==> src/sv/lrgc_pkg.sv <==
// ----------------------------------------------------------------------------
// lrgc_pkg
// Shared types and constants for the lidar ray ground classifier.
// ----------------------------------------------------------------------------
`default_nettype none

package lrgc_pkg;

    localparam int RADIUS_W = 17;
    localparam int HEIGHT_W = 16;
    localparam int INDEX_W  = 16;
    localparam int SLOPE_W  = 16;
    localparam int BAND_W   = 16;
    localparam int DIST_W   = 17;
    localparam int CFG_IDX_W  = 3;
    localparam int CFG_DATA_W = 17;

    typedef enum logic [CFG_IDX_W-1:0] {
        REG_TAN_GENERAL = 3'd0,
        REG_TAN_LOCAL   = 3'd1,
        REG_TAN_INITIAL = 3'd2,
        REG_MIN_BAND    = 3'd3,
        REG_HOLD_DIST   = 3'd4,
        REG_RECLASS     = 3'd5
    } t_cfg_reg;

    localparam logic [SLOPE_W-1:0] RST_TAN_GENERAL = 16'd9210;
    localparam logic [SLOPE_W-1:0] RST_TAN_LOCAL   = 16'd6888;
    localparam logic [SLOPE_W-1:0] RST_TAN_INITIAL = 16'd3435;
    localparam logic [BAND_W-1:0]  RST_MIN_BAND    = 16'd150;
    localparam logic [DIST_W-1:0]  RST_HOLD_DIST   = 17'd0;
    localparam logic [DIST_W-1:0]  RST_RECLASS     = 17'd100;

    typedef struct packed {
        logic [RADIUS_W-1:0]        radius_mm;
        logic signed [HEIGHT_W-1:0] height_mm;
        logic                       first_in_ray;
        logic [INDEX_W-1:0]         point_index;
    } t_in_item;

    typedef struct packed {
        logic [INDEX_W-1:0] index_out;
        logic               is_ground;
    } t_out_item;

    typedef struct packed {
        logic [SLOPE_W-1:0] tan_general_slope;
        logic [SLOPE_W-1:0] tan_local_slope;
        logic [SLOPE_W-1:0] tan_initial_slope;
        logic [BAND_W-1:0]  min_height_band;
        logic [DIST_W-1:0]  hold_distance;
        logic [DIST_W-1:0]  reclass_distance;
    } t_cfg;

    typedef struct packed {
        logic [RADIUS_W-1:0]        last_radius;
        logic signed [HEIGHT_W-1:0] last_height;
        logic                       last_was_ground;
    } t_hist;

endpackage

`default_nettype wire

==> src/sv/lrgc_cfg_regs.sv <==
// ----------------------------------------------------------------------------
// lrgc_cfg_regs
// Configuration register file, written through a plain write port.
// ----------------------------------------------------------------------------
`default_nettype none

module lrgc_cfg_regs
    import lrgc_pkg::*;
(
    input  wire logic                  i_clk,
    input  wire logic                  i_rst_n,
    input  wire logic                  i_cfg_we,
    input  wire logic [CFG_IDX_W-1:0]  i_cfg_idx,
    input  wire logic [CFG_DATA_W-1:0] i_cfg_data,
    output t_cfg                       o_cfg
);

    t_cfg r_cfg;
    t_cfg n_cfg;

    always_comb begin
        n_cfg = r_cfg;
        if (i_cfg_we) begin
            unique case (t_cfg_reg'(i_cfg_idx))
                REG_TAN_GENERAL: n_cfg.tan_general_slope = i_cfg_data[SLOPE_W-1:0];
                REG_TAN_LOCAL:   n_cfg.tan_local_slope   = i_cfg_data[SLOPE_W-1:0];
                REG_TAN_INITIAL: n_cfg.tan_initial_slope = i_cfg_data[SLOPE_W-1:0];
                REG_MIN_BAND:    n_cfg.min_height_band   = i_cfg_data[BAND_W-1:0];
                REG_HOLD_DIST:   n_cfg.hold_distance     = i_cfg_data[DIST_W-1:0];
                REG_RECLASS:     n_cfg.reclass_distance  = i_cfg_data[DIST_W-1:0];
                default: ;
            endcase
        end
    end

    always_ff @(posedge i_clk) begin
        if (!i_rst_n) begin
            r_cfg.tan_general_slope <= RST_TAN_GENERAL;
            r_cfg.tan_local_slope   <= RST_TAN_LOCAL;
            r_cfg.tan_initial_slope <= RST_TAN_INITIAL;
            r_cfg.min_height_band   <= RST_MIN_BAND;
            r_cfg.hold_distance     <= RST_HOLD_DIST;
            r_cfg.reclass_distance  <= RST_RECLASS;
        end else begin
            r_cfg <= n_cfg;
        end
    end

    assign o_cfg = r_cfg;

endmodule

`default_nettype wire

==> src/sv/lrgc_decide.sv <==
// ----------------------------------------------------------------------------
// lrgc_decide
// Ground decision for one point: local band, general cone, hold and
// reclassify rules; band and cone are compared exactly with Q0.16 slopes.
// ----------------------------------------------------------------------------
`default_nettype none

module lrgc_decide
    import lrgc_pkg::*;
(
    input  wire t_in_item i_item,
    input  wire t_cfg     i_cfg,
    input  wire t_hist    i_hist,
    output logic          o_ground
);

    logic [RADIUS_W-1:0]        prev_r;
    logic signed [HEIGHT_W-1:0] prev_h;
    logic                       prev_g;
    logic [SLOPE_W-1:0]         slope;

    logic signed [RADIUS_W:0]   rstep;
    logic signed [34:0]         band_raw;
    logic signed [34:0]         floor_band;
    logic signed [34:0]         band;
    logic signed [HEIGHT_W:0]   dh;
    logic [HEIGHT_W:0]          abs_dh;
    logic signed [34:0]         dh_scaled;
    logic [HEIGHT_W-1:0]        abs_h;
    logic [32:0]                cone_lhs;
    logic [32:0]                cone_rhs;
    logic                       in_cone;
    logic                       held;
    logic                       in_band;
    logic                       gap_met;

    always_comb begin
        prev_r = i_item.first_in_ray ? '0   : i_hist.last_radius;
        prev_h = i_item.first_in_ray ? '0   : i_hist.last_height;
        prev_g = i_item.first_in_ray ? 1'b0 : i_hist.last_was_ground;
        slope  = i_item.first_in_ray ? i_cfg.tan_initial_slope : i_cfg.tan_local_slope;

        rstep      = $signed({1'b0, i_item.radius_mm}) - $signed({1'b0, prev_r});
        band_raw   = 35'($signed({1'b0, slope})) * 35'(rstep);
        floor_band = $signed({3'b000, i_cfg.min_height_band, 16'h0000});
        band       = (band_raw < floor_band) ? floor_band : band_raw;

        dh        = $signed({i_item.height_mm[HEIGHT_W-1], i_item.height_mm})
                  - $signed({prev_h[HEIGHT_W-1], prev_h});
        abs_dh    = dh[HEIGHT_W] ? 17'(-dh) : 17'(dh);
        dh_scaled = $signed({2'b00, abs_dh, 16'h0000});

        abs_h    = i_item.height_mm[HEIGHT_W-1] ? 16'(-i_item.height_mm)
                                                : 16'(i_item.height_mm);
        cone_lhs = {1'b0, abs_h, 16'h0000};
        cone_rhs = 33'(i_cfg.tan_general_slope) * 33'(i_item.radius_mm);
        in_cone  = cone_lhs <= cone_rhs;

        held    = rstep < $signed({1'b0, i_cfg.hold_distance});
        in_band = dh_scaled <= band;
        gap_met = rstep > $signed({1'b0, i_cfg.reclass_distance});

        if (held) begin
            o_ground = prev_g;
        end else if (in_band) begin
            o_ground = prev_g | in_cone;
        end else begin
            o_ground = gap_met & in_cone;
        end
    end

endmodule

`default_nettype wire

==> src/sv/lidar_ray_ground_classifier_top.sv <==
// ----------------------------------------------------------------------------
// lidar_ray_ground_classifier_top
// Classifies lidar points along one ray as ground or obstacle.
//
//   channel  direction  handshake                   payload
//   in       input      i_in_valid / o_in_stall     i_in_data  (t_in_item)
//   out      output     o_out_valid / i_out_stall   o_out_data (t_out_item)
//   cfg      input      i_cfg_we                    i_cfg_idx, i_cfg_data
//
// One transaction per cycle while no stall holds the flow. A point waits in
// the input register, is classified against the ray history and lands in
// the result register; the history register is updated through the
// decision logic as the point moves on. Synchronous reset clears the
// valids and the history, not the data registers. A stalled result holds
// while the input register keeps accepting until it is full too.
// ----------------------------------------------------------------------------
`default_nettype none

module lidar_ray_ground_classifier_top
    import lrgc_pkg::*;
(
    input  wire logic                  i_clk,
    input  wire logic                  i_rst_n,
    input  wire logic                  i_in_valid,
    output logic                       o_in_stall,
    input  wire t_in_item              i_in_data,
    output logic                       o_out_valid,
    input  wire logic                  i_out_stall,
    output t_out_item                  o_out_data,
    input  wire logic                  i_cfg_we,
    input  wire logic [CFG_IDX_W-1:0]  i_cfg_idx,
    input  wire logic [CFG_DATA_W-1:0] i_cfg_data
);

    t_cfg      cfg;
    t_in_item  r_in;
    logic      r_in_vld;
    t_out_item r_out;
    logic      r_out_vld;
    t_hist     r_hist;
    t_hist     n_hist;
    logic      ground;
    logic      advance;
    logic      load;

    lrgc_cfg_regs u_cfg (
        .i_clk      (i_clk),
        .i_rst_n    (i_rst_n),
        .i_cfg_we   (i_cfg_we),
        .i_cfg_idx  (i_cfg_idx),
        .i_cfg_data (i_cfg_data),
        .o_cfg      (cfg)
    );

    lrgc_decide u_decide (
        .i_item   (r_in),
        .i_cfg    (cfg),
        .i_hist   (r_hist),
        .o_ground (ground)
    );

    assign advance    = r_in_vld && (!r_out_vld || !i_out_stall);
    assign o_in_stall = r_in_vld && !advance;
    assign load       = i_in_valid && !o_in_stall;

    always_comb begin
        n_hist = r_hist;
        if (advance) begin
            n_hist.last_radius     = r_in.radius_mm;
            n_hist.last_height     = r_in.height_mm;
            n_hist.last_was_ground = ground;
        end
    end

    always_ff @(posedge i_clk) begin
        if (!i_rst_n) begin
            r_in_vld  <= 1'b0;
            r_out_vld <= 1'b0;
            r_hist    <= '0;
        end else begin
            r_hist <= n_hist;
            if (load) begin
                r_in_vld <= 1'b1;
            end else if (advance) begin
                r_in_vld <= 1'b0;
            end
            if (advance) begin
                r_out_vld <= 1'b1;
            end else if (!i_out_stall) begin
                r_out_vld <= 1'b0;
            end
        end
    end

    always_ff @(posedge i_clk) begin
        if (load) begin
            r_in <= i_in_data;
        end
        if (advance) begin
            r_out.index_out <= r_in.point_index;
            r_out.is_ground <= ground;
        end
    end

    assign o_out_valid = r_out_vld;
    assign o_out_data  = r_out;

endmodule

`default_nettype wire

==> config.mk <==
export PLATFORM = sky130hd
export DESIGN_NAME = lidar_ray_ground_classifier_top
export DESIGN_NICKNAME = d
export VERILOG_FILES = /design/src/sv/lrgc_pkg.sv /design/src/sv/lrgc_cfg_regs.sv /design/src/sv/lrgc_decide.sv /design/src/sv/lidar_ray_ground_classifier_top.sv
export SDC_FILE = /design/constraint.sdc
export NUM_CORES = 2
export LEC_CHECK = 0
export BUFFER_PORTS_ARGS = -buffer_cell sky130_fd_sc_hd__buf_4
export CORE_MARGIN = 1.5
export CORE_UTILIZATION = 50
export DETAILED_ROUTE_END_ITERATION = 10
export PLACE_DENSITY = 0.72
export SKIP_LAST_GASP = 1
export SLEW_MARGIN = 10
export SYNTH_ARGS = -nofsm -noshare
export SYNTH_HDL_FRONTEND = slang
export SYNTH_SLANG_ARGS = --single-unit
export TNS_END_PERCENT = 10
==> constraint.sdc <==
create_clock -name i_clk -period 12.74 [get_ports i_clk]
set_clock_uncertainty 0.1 [all_clocks]
set_input_delay 0.637 -clock i_clk [delete_from_list [all_inputs] [get_ports i_clk]]
set_output_delay 0.637 -clock i_clk [all_outputs]
set_load 0.01 [all_outputs]
==> impl_metrics.yaml <==
clock_tree:
  root_buffer: "clkbuf_16"
  clkSlewWorstSetupHoldPaths_ps: 70
  cts_made_buffers: 25
  htreeDepth: 1
  clock_sinks: 201
  ctsHoldBuffers: 0
  max-clock-path-buffers: 3
  cts_tree: "built"
  insertion_delay_ps: 570
logic_synthesis:
  synth-edff-count: 67
  syn_nets: 4467
  async_flop_share_pct: 0
  synth.distinct_cells: 67
  synth_cells: 3582
  ys.flop_type: "dfxtp_1"
  syn_avg_cell_area_sq_um: 8.64
  yosys_register_bits: 201
  yosysSeqAreaShare_pct: 15.2
  netlist_area_sq_um: 30900
  ys.warnings.count: 0
sta:
  maxSlewHeadroom_pct: 21.5
  fin_tns_setup_ps: 0
  hold_violations: 0
  setup_viol: 0
  timing.fmax_ghz: 0.0791
  rsz0062_at_grt: "true"
  tightest_slew_ps: 1170
  period_share_pct: 99.3
  fin_crit_ps: 12650
  slew_viol_final: 0
final_layout:
  fillerInstances: 5466
  area_growth_pct: 11.4
  multi_input_area_sq_um: 23600
  drive_gt1_share_pct: 10.0
  diodes: 0
  regArea_sq_um: 4690
  final_nets: 4582
global_routing:
  grt_pass1_wl_um: 134000
  overflow: 0
  track_usage_pct: 27.0
  grt_max_degree: 85
  antenna_found_initial: 2
  grt_pass1_vias: 25100
setup_path:
  cp-end-kind: "flop"
  path_class: "flop to flop"
  critPathArrivalTime_ps: 13010
  cp-start-kind: "flop"
  required_ps: 13110
  critPathSlowestCell: "fa_1"
  cp_max_fo: 8
  cpMostUsedCell: "fa_1"
  max_stage_delay_ps: 560
detailed_routing:
  route.detailed.drc: 0
  routedWlPerCell_um: 18.6
  drt_pass1_iterations: 7
  drt_iter0_markers: 1887
  vias: 24800
  viasPerCell: 5.51
  ant_nets: 0
  wl_um: 83800
outcome:
  outcome: "complete, no violations"
placed_design:
  io_buffers: 93
  place.gp.congestion: 0.974
  dpl.hpwl_um: 66300
die:
  pin_count: 94
  initial_core_util_pct: 50.3
  rows: 91
  die-width_um: 252
  coreArea_sq_um: 61500
  die_h_um: 252
  dieArea_sq_um: 63400
job:
  max_cap_violations: 0
min_path:
  min_path_type: "input pin to flop"
-- sequential cells by signal (all words and copies together), names as in the netlist --
signal       flops
r_hist          34
o_out_valid      1
r_in_vld         1
o_out_data      17
u_cfg.o_cfg     98
r_in            50
-- metal layers --
metal | track usage, % | share of wire (%) | vias up
li1 | - | - | 11400
met1 | 36.6 | 40 | 12200
met2 | 44.0 | 47 | 1050
met3 | 5.51 | 9.7 | 153
met4 | 7.38 | 3.0 | 2
met5 | 0 | 0.011 | -
-- area by class of cell --
cell class              count  share of cell area (%)
multi-input cells        2553                    68.5
flip-flops and latches    201                    13.6
repair buffers            215                    4.91
inverters                 701                    7.70
clock buffers              26                    1.83
well taps                 790                    2.87
clock inverters            20                   0.614
-- path summary, 6_finish.rpt --
path / startpoint / end / slack [ps] / depth (start not counted)
setup / recovery: r_in[16] / r_hist[0] / 90 / 59
hold / removal: i_in_data[17] / r_in[17] / 140 / 1
setup reg to reg: r_in[16] / r_hist[0] / 90 / 59
hold reg to reg: r_in[10] / o_out_data[11] / 310 / 0
-- synth_stat cells, types with 5 or more instances --
cell type	instances	area, sq um
a2111oi_0	5	43.8
o21bai_1	16	120
nand2b_1	54	338
ha_1	307	3840
nand4_1	13	81.3
clkbuf_1	120	450
a211oi_1	11	82.6
a211o_1	6	52.6
clkinv_1	9	33.8
or2_2	6	37.5
nor3_1	19	95.1
a41oi_1	6	52.6
and3_1	8	50.1
fa_1	503	10100
nor4_1	10	62.6
xnor2_1	78	683
nand3_1	47	235
o21a_1	14	105
or3_1	16	100
o31ai_1	13	97.6
buf_1	7	26.3
a21o_1	52	390
xor2_1	27	236
nand3b_1	6	45.0
o22ai_1	5	31.3
mux2_2	13	146
nor2b_1	22	138
nand2_1	645	2420
edfxtp_1	67	2010
o211ai_1	15	113
o2111ai_1	5	43.8
mux2i_1	27	270
a31oi_1	10	62.6
a21oi_1	183	916
inv_1	692	2600
nor2_1	183	687
o21ai_0	63	315
dfxtp_1	134	2680
and2_1	115	719
-- critical path: cells and delay by family (launching register included) --
family                     cells  cell delay, ps
buffers and inverters         10            1050
AOI/OAI and AO/OA             26            4690
DFF                            1             450
xor gates and xnor gates       2             410
adders and majority gates     12            4780
and+or+nand+nor                9            1080
-- layout by cell type (no fill, tap or decap), types with 26 or more instances in the layout --
cell type  instances
buf_4            201
edfxtp_1          67
o21ai_0           59
nor2_1           176
ha_1             292
a21oi_1          172
a21o_1            52
fa_1             500
nand2_1          641
dfxtp_1          134
clkbuf_16         26
xnor2_1           72
and2_1           113
nand3_1           46
inv_1            684
nand2b_1          52
-- kinds of logic (layout without fill, tap and decap cells) --
family	Yosys count	in the layout	synth area share [%]
AO/OA/AOI/OAI	435	435	8.74
XOR/XNOR	106	106	3.03
adder cells (fa/ha/maj)	812	812	45.0
buffers and inverters	828	962	10.0
flip-flops	201	201	15.2
multiplexers	40	40	1.35
AND/OR/NAND/NOR	1160	1160	16.6
-- what timing repair did --
item / in CTS / in global routing
resized for setup: 11 / 99
setup buffers: 3 / 31
pin swaps: 7 / 91
cloned: 0 / 2
endpoints found under the setup margin: 2 / 2
-- stage by stage --
stage	area [sq um]	std cells	hold WS (ps)	setup slack [ps]	utilization (%)
2_1_floorplan	30900	3582	300	74.2	-
3_3_place_gp	32800	4424	301	171	53.4
3_5_place_dp	32800	4424	305	-230	53.4
4_1_cts	33700	4473	121	22.7	54.9
5_1_grt	34500	4506	124	-452	56.0
6_report	34500	4506	143	94.5	56.0
Power is not shown: default switching activity piles up to over one toggle a cycle in this logic, so the estimate is an artifact.
